$ cat src/design/sai_pkg.sv
package sai_pkg;

  localparam int DATA_W       = 32;
  localparam int INDEX_W      = 4;
  localparam int POS_W        = 4;
  localparam int COUNT_W      = 5;
  localparam int STATUS_W     = 2;
  localparam int CAPACITY_DEF = 16;
  localparam int READ_SLOTS   = 1 << INDEX_W;

  localparam logic MODE_INSERT = 1'b0;
  localparam logic MODE_READ   = 1'b1;

  typedef enum logic [STATUS_W-1:0] {
    STATUS_OK        = 2'd0,
    STATUS_FULL      = 2'd1,
    STATUS_BAD_INDEX = 2'd2
  } status_t;

  typedef struct packed {
    logic signed [DATA_W-1:0] entry;
    logic                     valid;
    logic                     ins;
  } link_t;

endpackage

$ cat src/design/sai_cell.sv
module sai_cell (
  input  logic                               clk,
  input  logic                               rst,
  input  logic                               insert_en,
  input  logic signed [sai_pkg::DATA_W-1:0]  value,
  input  sai_pkg::link_t                     left,
  output sai_pkg::link_t                     right
);

  logic signed [sai_pkg::DATA_W-1:0] entry;
  logic                              valid;
  logic                              at_end;
  logic                              greater;
  logic                              ins;

  assign at_end  = left.valid && !valid;
  assign greater = valid && (entry > value);
  assign ins     = greater || at_end;

  always_ff @(posedge clk) begin
    if (rst) begin
      valid <= 1'b0;
    end else if (insert_en && ins) begin
      valid <= 1'b1;
    end
  end

  always_ff @(posedge clk) begin
    if (insert_en && ins) begin
      entry <= left.ins ? left.entry : value;
    end
  end

  assign right = '{entry: entry, valid: valid, ins: ins};

endmodule

$ cat src/design/sorted_array_insert.sv
// Sorted insertion table.
// Input words arrive on s_tvalid/s_tready with s_tdata = {index, value} (value in the low
// 32 bits) and s_tuser = mode: 0 inserts value, 1 reads the entry at index.
// Every input word yields one output word on m_tvalid/m_tready with m_tdata =
// {status, entry_count, insert_position, read_value}, read_value in the low bits.
// The table is a row of cells, one entry each; on an insert every cell compares its
// entry with the value at once and the larger entries move up one cell while the
// new value drops into the freed cell, all on the same clock edge.
// m_tvalid rises in the cycle after input accept; the block takes one word per cycle
// when the output is not stalled, and the next word sees the table as the previous left it.
// A single output register sits between the sides: when the receiver stalls, that
// word holds and s_tready stays low until it is taken.
// Reset empties the table (entry count zero) and clears m_tvalid; m_tdata is not reset.
// A full table drops inserts with status 1; a read at or beyond the count returns
// status 2.
module sorted_array_insert #(
  parameter int CAPACITY = sai_pkg::CAPACITY_DEF
) (
  input  logic        clk,
  input  logic        rst,
  input  logic        s_tvalid,
  output logic        s_tready,
  // s_tdata fields from bit 0: value[31:0], index[35:32], zero pad[39:36].
  input  logic [39:0] s_tdata,
  // s_tuser fields from bit 0: mode[0].
  input  logic        s_tuser,
  output logic        m_tvalid,
  input  logic        m_tready,
  // m_tdata fields from bit 0: read_value[31:0], insert_position[35:32],
  // entry_count[40:36], status[42:41], zero pad[47:43].
  output logic [47:0] m_tdata
);

  localparam int CntW = $clog2(CAPACITY + 1);

  logic signed [sai_pkg::DATA_W-1:0]  value;
  logic [sai_pkg::INDEX_W-1:0]        index;
  logic                               accept;
  logic                               full;
  logic                               insert_en;
  logic [CntW-1:0]                    count;
  logic [CntW-1:0]                    count_next;
  logic [CntW+sai_pkg::COUNT_W-1:0]   count_wide;
  sai_pkg::link_t                     links [CAPACITY+1];
  logic [CAPACITY-1:0]                start;
  logic [sai_pkg::POS_W-1:0]          pos;
  logic signed [sai_pkg::DATA_W-1:0]  rd_entry [sai_pkg::READ_SLOTS];
  logic [sai_pkg::READ_SLOTS-1:0]     rd_valid;
  logic signed [sai_pkg::DATA_W-1:0]  read_value;
  logic [sai_pkg::POS_W-1:0]          insert_position;
  sai_pkg::status_t                   status;
  logic [47:0]                        m_tdata_next;

  assign value  = s_tdata[31:0];
  assign index  = s_tdata[35:32];
  assign accept = s_tvalid && s_tready;
  assign s_tready = !m_tvalid || m_tready;

  assign full      = links[CAPACITY].valid;
  assign insert_en = accept && (s_tuser == sai_pkg::MODE_INSERT) && !full;

  assign links[0] = '{entry: '0, valid: 1'b1, ins: 1'b0};

  for (genvar i = 0; i < CAPACITY; i++) begin : g_cell
    sai_cell u_cell (
      .clk       (clk),
      .rst       (rst),
      .insert_en (insert_en),
      .value     (value),
      .left      (links[i]),
      .right     (links[i+1])
    );
    assign start[i] = links[i+1].ins && !links[i].ins;
  end

  for (genvar k = 0; k < sai_pkg::READ_SLOTS; k++) begin : g_read
    if (k < CAPACITY) begin : g_used
      assign rd_entry[k] = links[k+1].entry;
      assign rd_valid[k] = links[k+1].valid;
    end else begin : g_none
      assign rd_entry[k] = '0;
      assign rd_valid[k] = 1'b0;
    end
  end

  always_comb begin
    pos = '0;
    for (int i = 0; i < CAPACITY; i++) begin
      if (start[i]) begin
        pos = pos | i[sai_pkg::POS_W-1:0];
      end
    end
  end

  assign count_next = insert_en ? (count + {{(CntW-1){1'b0}}, 1'b1}) : count;
  assign count_wide = {{sai_pkg::COUNT_W{1'b0}}, count_next};

  always_comb begin
    read_value      = '0;
    insert_position = '0;
    status          = sai_pkg::STATUS_OK;
    if (s_tuser == sai_pkg::MODE_INSERT) begin
      if (full) begin
        status = sai_pkg::STATUS_FULL;
      end else begin
        insert_position = pos;
      end
    end else begin
      if (rd_valid[index]) begin
        read_value = rd_entry[index];
      end else begin
        status = sai_pkg::STATUS_BAD_INDEX;
      end
    end
  end

  assign m_tdata_next = {5'b0, status, count_wide[sai_pkg::COUNT_W-1:0], insert_position,
                         read_value};

  always_ff @(posedge clk) begin
    if (rst) begin
      count    <= '0;
      m_tvalid <= 1'b0;
    end else begin
      count <= count_next;
      if (accept) begin
        m_tvalid <= 1'b1;
      end else if (m_tready) begin
        m_tvalid <= 1'b0;
      end
    end
  end

  always_ff @(posedge clk) begin
    if (accept) begin
      m_tdata <= m_tdata_next;
    end
  end

endmodule

$ cat config.mk
export PLATFORM = sky130hd
export DESIGN_NAME = sorted_array_insert
export DESIGN_NICKNAME = d
export VERILOG_FILES = /design/src/design/sai_pkg.sv /design/src/design/sai_cell.sv /design/src/design/sorted_array_insert.sv
export SDC_FILE = /design/constraint.sdc
export NUM_CORES = 2
export LEC_CHECK = 0
export ABC_CLOCK_PERIOD_IN_PS = 10700
export BUFFER_PORTS_ARGS = -buffer_cell sky130_fd_sc_hd__buf_2
export CORE_UTILIZATION = 60
export CTS_CLUSTER_DIAMETER = 150
export CTS_CLUSTER_SIZE = 24
export DETAILED_ROUTE_END_ITERATION = 10
export GPL_ROUTABILITY_DRIVEN = 0
export PLACE_DENSITY = 0.81
export RECOVER_POWER = 100
export SLEW_MARGIN = 20
export SYNTH_ARGS = -nofsm -noshare
export SYNTH_HDL_FRONTEND = slang
export SYNTH_SLANG_ARGS = --single-unit
$ cat constraint.sdc
create_clock -name clk -period 10.7 [get_ports clk]
set_input_delay 2.14 -clock clk [delete_from_list [all_inputs] [get_ports clk]]
set_output_delay 2.14 -clock clk [all_outputs]
set_load 0.01 [all_outputs]
-- After elaboration in Yosys (flattened, before gate mapping)
Cells that the tools add are included.
- register bits after elaboration: 577
- input port bits: 45
- output and inout bits: 50
- word-level logic and storage cells: 216
- add/sub/neg operators: 1
- $lt $le $gt $ge: 18
- multiplexer cells: 41
- bitwise logic cells: 2
- reductions and logical operators: 117
- operators by type and width (operator ; count):
    $mux 32 ; 17
    $gt 32x32->1 ; 16
    $bmux 32 s4 ; 1
    $logic_and 1x1->1 ; 65
    $logic_not 1->1 ; 32
    $mux 4 ; 8
    $logic_or 1x1->1 ; 17
    $mux 3 ; 4
    $mux 2 ; 4
    $add 5x1->5 const B ; 1
    $ge 5x5->1 const B ; 1
    $lt 4x5->1 const B ; 1
    $mux 1 ; 5
    $mux 5 ; 1
    $not 4->5 ; 1
    $bmux 1 s4 ; 1
    $reduce_and 2->1 ; 1
    $reduce_bool 2->1 ; 1
    $reduce_or 2->1 ; 1
    $not 1->1 ; 1

-- Depth between registers and ports, before layout
- word-level depth: 20
- mapped depth: 14
- gate-level depth less buffers: 11

-- Cells and area by module
A second synthesis with hierarchy kept.
- cell total of the unflattened synthesis: 4046
- area, all modules: 40800.4 um2
- modules (own cells, without submodules) (module ; instances ; cells an instance ; area an instance (um2) ; sequential area each (um2)):
    sai_cell at g_cell[0].u_cell ... ; 15 ; 227 ; 2184.6 ; 980.9
    sorted_array_insert ; 1 ; 408 ; 5860.6 ; 1411.4
    sai_cell at g_cell[15].u_cell ; 1 ; 233 ; 2170.8 ; 980.9

-- Worst setup path after synthesis
OpenSTA, ideal clock, no wires.
- path kind: input-to-reg
- start: input port s_tdata[30]
- end: register g_cell[14].u_cell.entry[0] in the netlist's numbering, enable pin
- setup time: 0.423 ns
- arrival: 6.256 ns
- data required time: 10.277 ns
- setup slack: 4.021 ns
- stages on the path: 12
- path buffers: 3
- path through: inv_1 -> clkbuf_1 -> ha_1 -> nand4_1 -> nor2_1 -> a221o_1 -> a211o_1 -> or3_1 -> and3_1 -> buf_2 -> buf_1 -> nor2_1
- longest elaborated chain between the ends: 4
- RTL lines (what ; line ; source):
    from (decl) ; sorted_array_insert.sv:24 ; input logic [39:0] s_tdata,
    $gt 32x32->1 ; sai_cell.sv:17 ; assign greater = valid && (entry > value);
    $logic_and 1x1->1 ; sai_cell.sv:17 ;
    $logic_or 1x1->1 ; sai_cell.sv:18 ; assign ins = greater || at_end;
    $logic_and 1x1->1 ; sai_cell.sv:29 ; if (insert_en && ins) begin
    to (signal assigned) ; sai_cell.sv:30 ; entry <= left.ins ? left.entry : value;
    to (decl) ; sai_cell.sv:10 ; logic signed [sai_pkg::DATA_W-1:0] entry;
Every way passes these cells.
A chain may end at the register's enable or synchronous reset.

-- Worst setup path after layout
- start: input port s_tdata[31]
- end: register m_tdata[34] (data pin)
- longest elaborated chain between the ends: 17
- elaborated cells on any way between the ends: 58
- classes of those cells: 10 x order compare; 12 x mux; 36 x reduce/logical
- RTL lines (what ; line ; source):
    $gt 32x32->1 ; sai_cell.sv:17 ;
    $logic_and 1x1->1 ; sai_cell.sv:17 ;
    $logic_or 1x1->1 ; sai_cell.sv:18 ;
    $logic_not 1->1 ; sorted_array_insert.sv:73 ; assign start[i] = links[i+1].ins && !links[i].ins;
    $logic_and 1x1->1 ; sorted_array_insert.sv:73 ;
    $mux 3 (4 in a row) ; sorted_array_insert.sv:89 ; if (start[i]) begin
    $mux 4 (7 in a row) ; sorted_array_insert.sv:89 ;
    $mux 4 (*) ; sorted_array_insert.sv:89 ;
    to (signal assigned) ; sorted_array_insert.sv:136 ; m_tdata <= m_tdata_next;
    to (decl) ; sorted_array_insert.sv:31 ; output logic [47:0] m_tdata
Mark *: on every way between the ends. The rest lies on a longest branch, timed or not.

==> run_results.csv <==
group,metric,value,unit
run_status,status,"finished, violations left",
run_status,violations,"capacitance limit, slew limit",
clocking,cts_resized,0,
power,ir_drop,0.159,mV
worst_hold_path,hp-class,"reg -> reg",
clocking,cts_inserted_buffers,28,
sta,worst_pin_slew,4.25,ns
floorplanning,die_h,254,um
sta,period_share,0.782,
placement,preCtsSetupSlack,3.79,ns
setup_path,cp_max_fo,47,
clocking,clkSinkCount,577,
sta,timing.fmax,120,MHz
sta,finalSetupViolations,0,
route,num_vias,30100,
route,dr_wl_met2,52.6,mm
finish,nets,3903,
clocking,ctsHoldBuffers,0,
floorplanning,die_w,254,um
route,drt-pass1-iter-count,6,
run,max_cap_viol_count,24,
finish,area_delta_synth_final,5.31,%
route,drt-total-wl,121,mm
setup_path,cp_cell_sequence,"clkbuf_1, inv_1, clkbuf_1, ha_1, nand4_1, nor4_1, o311a_1, o21ai_0, o311ai_4, clkbuf_1, or2_2, a211oi_1, o21ai_0",
sta,grt_setup_unrepaired,"no",
logic_synthesis,synth.cell_area,38200,um2
logic_synthesis,ys_types,71,
global_routing,grt_max_degree,88,
route,drc,0,
logic_synthesis,synth_cells,3343,
finish,fin_cells,4220,
placement,placed_area,39700,um2
logic_synthesis,ys_seq_elements,577,
sta,slew_headroom,-1.83,
sta,final.min_clock_period,8.37,ns
floorplanning,fp-row-count,92,
global_routing,overflow,0,
finish,drive_above_1_share,0.0781,
logic_synthesis,synthFlopType,"edfxtp_1",
power,p_leak,14.5,nW
route,dr_wl_met3,18.0,mm
clocking,cts_tree,"yes",
setup_path,crit_path_start_kind,"primary input",
placement,dp_cells,4161,
route,ant_nets,0,
clocking,cts-root-buf,"clkbuf_16",
route,drt-met1-wl,42.3,mm
logic_synthesis,async_flop_share,0,
clocking,clkLatencyLatePin,0.66,ns
clocking,post_cts_buffers,0,
placement,port_buffers,85,
global_routing,grt_pass1_vias,28700,
setup_path,crit_path_max_incr_delay,1.63,ns
global_routing,antenna_found_initial,9,
logic_synthesis,yosysWarnings,0,
route,post_drt_wl_per_cell,28.7,um
route,topRoutingLayerUsed,"met5",
clocking,clk_path_buf_depth,3,
sta,setup_tns,0,ns
clocking,path_clk_slew,0.11,ns
route,drtIter0Drc,4364,
setup_path,r2r_slack,3.72,ns
floorplanning,dieArea,64700,um2
placement,dpl.hpwl,87.7,mm
setup_path,cp_slowest_cell,"clkbuf_1",
clocking,cts_max_level,1,
sta,final_max_slew_viol_count,810,
logic_synthesis,postSynthAreaPerCell,11.4,um2
floorplanning,io_pins,95,
setup_path,crit_type,"in -> reg",
setup_path,crit_required,11.06,ns
power,power_density,110,nW/um2
global_routing,grt_pass1_wl,178,mm
sta,finalHoldViolCount,0,
logic_synthesis,ys_seq_area_frac,0.448,
sta,finalClockSkew,0.0379,ns
logic_synthesis,synth_edf_count,555,
setup_path,crit_path_end_kind,"flip-flop",
floorplanning,core,63000,um2
route,via_per_inst,7.14,
global_routing,grt.total_usage,0.374,
sta,setup_slack,2.33,ns
setup_path,crit_top_cell,"clkbuf_1",
finish,stdcell_area,40300,um2
setup_path,cp_data_arrival_time,8.73,ns
floorplanning,start_util,0.607,
[kinds of logic after synthesis]
group,after synthesis,share of synthesized area
mux,271,0.128
compound gates,826,0.120
simple gates,903,0.110
other cells,1,0.0000981
xor+xnor,4,0.000917
fa+ha+maj,513,0.168
buf+inv,248,0.0257
flops,577,0.448
[through the flow]
| stage | utilization | total power [mW] | hold WS [ns] |
|---|---|---|---|
| CTS | 0.644 | 4.38 | 0.509 |
| detailed placement | 0.631 | 3.15 | 0.484 |
| finish | 0.639 | 4.41 | 0.517 |
| floorplan | - | 2.94 | 0.457 |
| global placement | 0.630 | 3.12 | 0.469 |
| global route | 0.639 | 4.50 | 0.545 |
[registers in the layout, summed over array words and instances, names as in the netlist]
name	cells
g_cell.u_cell.entry	512
m_tvalid	1
count	5
g_cell.u_cell.valid	16
m_tdata	43
[worst max-delay path, delay by kind of cell]
kind	cells	cell delay, ns
buf+inv	4	3.01
fa+ha+maj	1	0.48
compound gates	5	1.52
simple gates	3	1.54
[path summary, 6_finish.rpt]
| kind | start | to | depth (start not counted) |
|---|---|---|---|
| max | s_tdata[31] | m_tdata[34] | 13 |
| min | g_cell[6].u_cell.valid | g_cell[6].u_cell.valid | 2 |
| max reg2reg | m_tvalid | g_cell[9].u_cell.entry[7] | 6 |
| min reg2reg | g_cell[6].u_cell.valid | g_cell[6].u_cell.valid | 2 |
[cells in the mapped netlist (all sizes together) (13+ instances only)]
cell    instances  area (um2)
nor4           15        93.8
and3           38         238
or4            13        97.6
mux4          165        3720
nand4         115         726
buf            40         203
nand2         504        1890
nor3           15        75.1
nor2           70         263
o211ai         23         173
mux2          102        1150
nand3          54         270
a21o           26         195
dfxtp          22         440
clkbuf        137         514
a21oi         230        1150
inv            70         263
edfxtp        555       16700
o21ai         455        2280
nor2b          33         206
ha            513        6420
[placed cells by master, fill, tap and decap left out, types with 7 or more instances in the layout]
master / instances
a2111oi_0: 7
a211oi_1: 11
a21o_1: 26
a21oi_1: 230
a221oi_1: 9
a31oi_1: 7
and3_1: 38
and4_1: 8
buf_4: 43
clkbuf_1: 114
clkbuf_16: 29
dfxtp_1: 22
diode_2: 8
edfxtp_1: 555
ha_1: 513
inv_1: 70
mux2_1: 100
mux4_2: 165
nand2_1: 504
nand2b_1: 9
nand3_1: 54
nand4_1: 114
nor2_1: 68
nor2b_1: 33
nor3_1: 15
nor4_1: 15
o211ai_1: 23
o21ai_0: 405
o21ai_1: 49
or3_1: 7
or4_1: 13
[routing by layer]
layer / vias up / global-route usage
met1: 14500 / 0.494
li1: 13000 / -
met4: 10 / 0.204
met5: - / 0
met3: 447 / 0.103
met2: 2225 / 0.561
[where the power goes]
| group | total, mW | switching [mW] | internal [mW] |
|---|---|---|---|
| registers | 2.51 | 0.0117 | 2.50 |
| logic | 0.599 | 0.377 | 0.222 |
| clock network | 1.30 | 0.784 | 0.519 |
| total | 4.41 | 1.17 | 3.24 |
[final cells by class]
cell class              instances  area (um2)
clock inverters                 1        30.0
repair buffers                145         769
diodes                          8        20.0
inverters                      71         267
multi-input cells            2522       20200
flip-flops and latches        577       17100
well taps                     846        1060
fillers                      4798       22700
clock buffers                  50         805
Power figures use the tool's default switching activity.
